$ cat config.mk
export PLATFORM = sky130hd
export DESIGN_NAME = skp_ctrl
export DESIGN_NICKNAME = d
export VERILOG_FILES = /design/src/rtl/core/skp_pkg.sv /design/src/rtl/core/skp_ctrl.sv
export SDC_FILE = /design/constraint.sdc
export NUM_CORES = 1
export LEC_CHECK = 0
export BUFFER_PORTS_ARGS = -buffer_cell sky130_fd_sc_hd__buf_2
export CORE_AREA = 2 2 39 41
export CTS_BUF_LIST = sky130_fd_sc_hd__clkbuf_8
export CTS_CLUSTER_DIAMETER = 200
export DETAILED_ROUTE_END_ITERATION = 10
export DIE_AREA = 0 0 41 43
export GPL_ROUTABILITY_DRIVEN = 0
export GPL_TIMING_DRIVEN = 0
export HOLD_SLACK_MARGIN = 0.06
export PLACE_DENSITY = 0.36
export REMOVE_ABC_BUFFERS = 1
export SYNTH_ARGS = -nofsm -noshare
export SYNTH_HDL_FRONTEND = slang
export SYNTH_SLANG_ARGS = --single-unit
$ cat constraint.sdc
create_clock -name clk_i -period 1.26 [get_ports clk_i]
set_input_delay 0.063 -clock clk_i [delete_from_list [all_inputs] [get_ports clk_i]]
set_output_delay 0.063 -clock clk_i [all_outputs]
set_load 0.1 [all_outputs]
$ cat src/rtl/core/skp_pkg.sv
// Shared types and constants for the skyline strip packer.
// No dependencies.
package skp_pkg;

  localparam int PieceWidthW  = 7;
  localparam int PieceHeightW = 16;
  localparam int StripWidthW  = 7;
  localparam int CoordW       = 6;
  localparam int OutHeightW   = 16;

  localparam logic [StripWidthW-1:0] StripWidthReset = 7'd64;

  typedef enum logic [2:0] {
    ST_IDLE,
    ST_SCAN,
    ST_MIN,
    ST_COMMIT,
    ST_MAX,
    ST_OUT
  } skp_state_e;

  // Controller -> datapath
  typedef struct packed {
    logic accept;      // latch request, load window and start flags
    logic scan;        // one window step, all starts in parallel
    logic min_load;    // load candidates for the lowest-start search
    logic reduce_min;  // one tournament level, lowest height wins
    logic commit;      // raise covered columns, load candidates for length
    logic reduce_max;  // one tournament level, highest height wins
    logic out_load;    // move result into the output register
  } skp_cmd_t;

  // Datapath -> controller
  typedef struct packed {
    logic scan_last;
    logic reduce_last;
    logic out_free;
  } skp_sts_t;

endpackage

$ cat src/rtl/core/skp_ctrl.sv
// Sequencing state machine of the skyline strip packer.
// Depends on skp_pkg.
module skp_ctrl import skp_pkg::*; (
  input  logic     clk_i,
  input  logic     rst_ni,
  input  logic     in_valid_i,
  output logic     in_ready_o,
  input  skp_sts_t sts_i,
  output skp_cmd_t cmd_o
);

  skp_state_e state_q, state_d;

  always_ff @(posedge clk_i or negedge rst_ni) begin
    if (!rst_ni) begin
      state_q <= ST_IDLE;
    end else begin
      state_q <= state_d;
    end
  end

  always_comb begin
    state_d    = state_q;
    cmd_o      = '0;
    in_ready_o = 1'b0;
    case (state_q)
      ST_IDLE: begin
        in_ready_o = 1'b1;
        if (in_valid_i) begin
          cmd_o.accept = 1'b1;
          state_d      = ST_SCAN;
        end
      end
      ST_SCAN: begin
        cmd_o.scan = 1'b1;
        if (sts_i.scan_last) begin
          cmd_o.min_load = 1'b1;
          state_d        = ST_MIN;
        end
      end
      ST_MIN: begin
        cmd_o.reduce_min = 1'b1;
        if (sts_i.reduce_last) begin
          state_d = ST_COMMIT;
        end
      end
      ST_COMMIT: begin
        cmd_o.commit = 1'b1;
        state_d      = ST_MAX;
      end
      ST_MAX: begin
        cmd_o.reduce_max = 1'b1;
        if (sts_i.reduce_last) begin
          state_d = ST_OUT;
        end
      end
      ST_OUT: begin
        if (sts_i.out_free) begin
          cmd_o.out_load = 1'b1;
          state_d        = ST_IDLE;
        end
      end
      default: begin
        state_d = ST_IDLE;
      end
    endcase
  end

endmodule

# Word level (Yosys, flattened, before mapping)
# Index checks and enable logic that the tools add are counted.
word_totals:
  word_cells: 29
  out_inout_bits: 8
  input_bits: 6
  ff_bits: 3
classes:
  reduce_logical: 2
  eq_ne: 10
  mux: 16
ops:
  columns: ["operator", "count"]
  rows:
  - ["$pmux W3 S6", 1]
  - ["$mux W3", 5]
  - ["$ne A2 B2 Y1 const B", 5]
  - ["$mux W1", 9]
  - ["$eq A3 B2 Y1 const B", 2]
  - ["$eq A3 B3 Y1 const B", 2]
  - ["$reduce_and A5 Y1", 1]
  - ["$eq A3 B1 Y1 const B", 1]
  - ["$logic_not A3 Y1", 1]
  - ["$mux W2", 1]

# Longest topological paths before layout
logic_depth:
  word_depth: 3
  ltp_mapped: 4
  mapped_depth_nobuf: 3

# Least setup slack after synthesis
# Ideal clock, no wire load.
synth_timing:
  path_type: "register to output"
  from: "register state_q[1]"
  to: "output cmd_o[6] (netlist bit)"
  slack_ns: -2.328
  n_path_buf: 0
  t_arrival_ns: 3.525
  path_stages_with_launch: 3
  required_ns: 1.197
  cell_sequence: "dfrtp_1 > nor3_1 > and2_1"
synth_lines:
  columns: ["element", "line_no", "rtl"]
  rows:
  - ["start, declared", "skp_ctrl.sv:12", "skp_state_e state_q, state_d;"]
  - ["start signal, assigned", "skp_ctrl.sv:18", "state_q <= state_d;"]
  - ["end, declared", "skp_ctrl.sv:9", "output skp_cmd_t cmd_o"]

==> reports/results.ini <==
[critical_path]
setup.worst_path.end = cmd_o[6]
ff2ff_setup_slack_ns = 0.06
crit_type = reg -> out
required_ns = 1.20
critical_path.top_delay_family = flip-flops
startpoint = state_q[2]
cp_max_fo = 8
slowest_delay_ns = 0.45
rr_endpoint = state_q[0]
path_cells = nor3_2 > and2_4 > buf_12
r2r_cells = 4
path_buf_inv = 1
crit_slowest_cell = dfrtp_2
critPathCaptureType = output port
timing.rr.start = state_q[2]
path_depth = 3
worstPathArrival_ns = 1.26
critPathLaunchType = flop

[synth]
synth_edf_count = 0
synth_cells = 22
async_reset_ff_share_pct = 100
synthTopCellsByCount = dfrtp_1 (3), nor3b_1 (2), nor3b_2 (2)
yosysMostFrequentCell = dfrtp_1
syn_area_per_cell_um2 = 10.4
ys_seq_elements = 3
ys_seq_area_share_pct = 32.8
yosysWarnings = 0
synth_flop_cell = dfrtp_1
ys_types = 18
netlist_area_um2 = 229
yosysTopAreaCellShare_pct = 32.8
yosys.area.top_type = dfrtp_1
synthTopCellsByArea = dfrtp_1 (33%), nor3b_2 (11%), mux2_4 (6.6%), nor3b_1 (6.6%), buf_6 (4.9%)

[cells_and_area]
nNetsFinal = 50
synthToLayoutAreaGrowth_pct = 104
largestRegisters = state_q (3)
n_antenna_cell = 0
fill_cells = 148
drive_gt1_share_pct = 79.1
largest-register = state_q
largest_reg_flops = 3

[timing]
hold-worst-slack_ns = 0.178
rsz0062_at_grt = true
finalCritPeriodShare_pct = 105
worst_pin_slew_ns = 0.279
max_slew_margin_pct = 81.5
slew_viol_final = 0
setup_slack_ns = -0.0590
worst_clock_skew_ns = 0.00217
max_freq_ghz = 0.758
fin_crit_ns = 1.32
tns_ns = -0.175
setup_viol = 5
hold_viol_final = 0

[run]
drv_cap = 0

[global_route]
grt-ovfl-total = 0
grt_pass1_wl_mm = 1.02
grtUsageTotal_pct = 8.74
grt_start_max_net_pins = 9
antenna_found_initial = 0
grt_pass1_vias = 240

[drt]
drc = 0
vias = 240
dr.first_iter.drc_count = 1
vias_per_cell = 4.07
routed_wl_um = 595
ant_nets = 0
dr.pass1.iters = 2
avgRoutedWirePerCell_um = 10.1

[die]
io_pins = 14
initial_core_util_pct = 16.5
core_area_um2 = 1380
die_area_um2 = 1760
fp.dieW_um = 41
fp-row-count = 14
die_h_um = 43

[clocking]
clockBufferDepth = 2
htreeDepth = 1
clkLatencyLatePin_ns = 0.21
clk_pin_slew_ns = 0.03
clock-sinks = 3
cts_buffers = 3
cts_root_buffer = clkbuf_8
tritoncts = built

[placed_design]
pre_cts_ws_ns = -0.115
portBuffers = 13
hpwl_um = 387

[run_status]
violations = setup timing
status = finished, violations left

[hold_path]
hold_path.class = in -> async

[cell usage in the layout (no fill, tap or decap), types with 2 or more instances in the layout]
master | Yosys | layout
and2_4 | 1 | 2
buf_12 | 0 | 2
buf_2 | 0 | 5
buf_4 | 0 | 6
buf_6 | 1 | 4
clkbuf_8 | 0 | 3
dfrtp_2 | 0 | 3
nor3_2 | 1 | 2
nor3b_2 | 2 | 3
[area by class of cell]
cell class	instances	area [um^2]	area share, %
Tap cell	16	20.0	4.29
Inverter	1	3.75	0.804
Clock inverter	1	3.75	0.804
Sequential cell	3	78.8	16.9
Timing Repair Buffer	18	165	35.4
Clock buffer	3	41.3	8.85
Multi-Input combinational cell	17	154	33.0
[routing by layer]
layer	track usage, %	wire length (um)
met1	11.9	258
met2	10.9	289
met5	0	0
met3	1.57	48
met4	8.00	0
[how the worst min path moves through the flow]
stage | to | from
CTS | state_q[1] | rst_ni
floorplan | state_q[0] | rst_ni
global route | state_q[1] | rst_ni
finish | state_q[1] | rst_ni
detailed placement | state_q[1] | rst_ni
global placement | state_q[0] | rst_ni
[kinds of logic after synthesis]
logic type	Yosys count	synth area share (%)
AOI/OAI and AO/OA	4	11.5
buffers and inverters	2	6.56
DFF	3	32.8
muxes	2	10.9
and+or+nand+nor	11	38.2
[per-stage QoR]
stage,cell area (um^2),utilization [%],std cells
after global routing,467,33.7,59
after CTS,467,33.7,59
after floorplan,218,-,21
after global placement,303,21.9,50
after detailed placement,303,21.9,50
final,467,33.7,59
[timing repair]
item,4_1_cts,5_1_grt
setup buffers,4,0
hold endpoints to repair,3,0
endpoints found under the setup margin,8,9
hold buffers,1,0
resized for setup,25,1
pin swaps,4,2
Power is left out: the tool's default activity adds up to more than one toggle a clock period on the data nets, which glitch-free logic cannot reach.
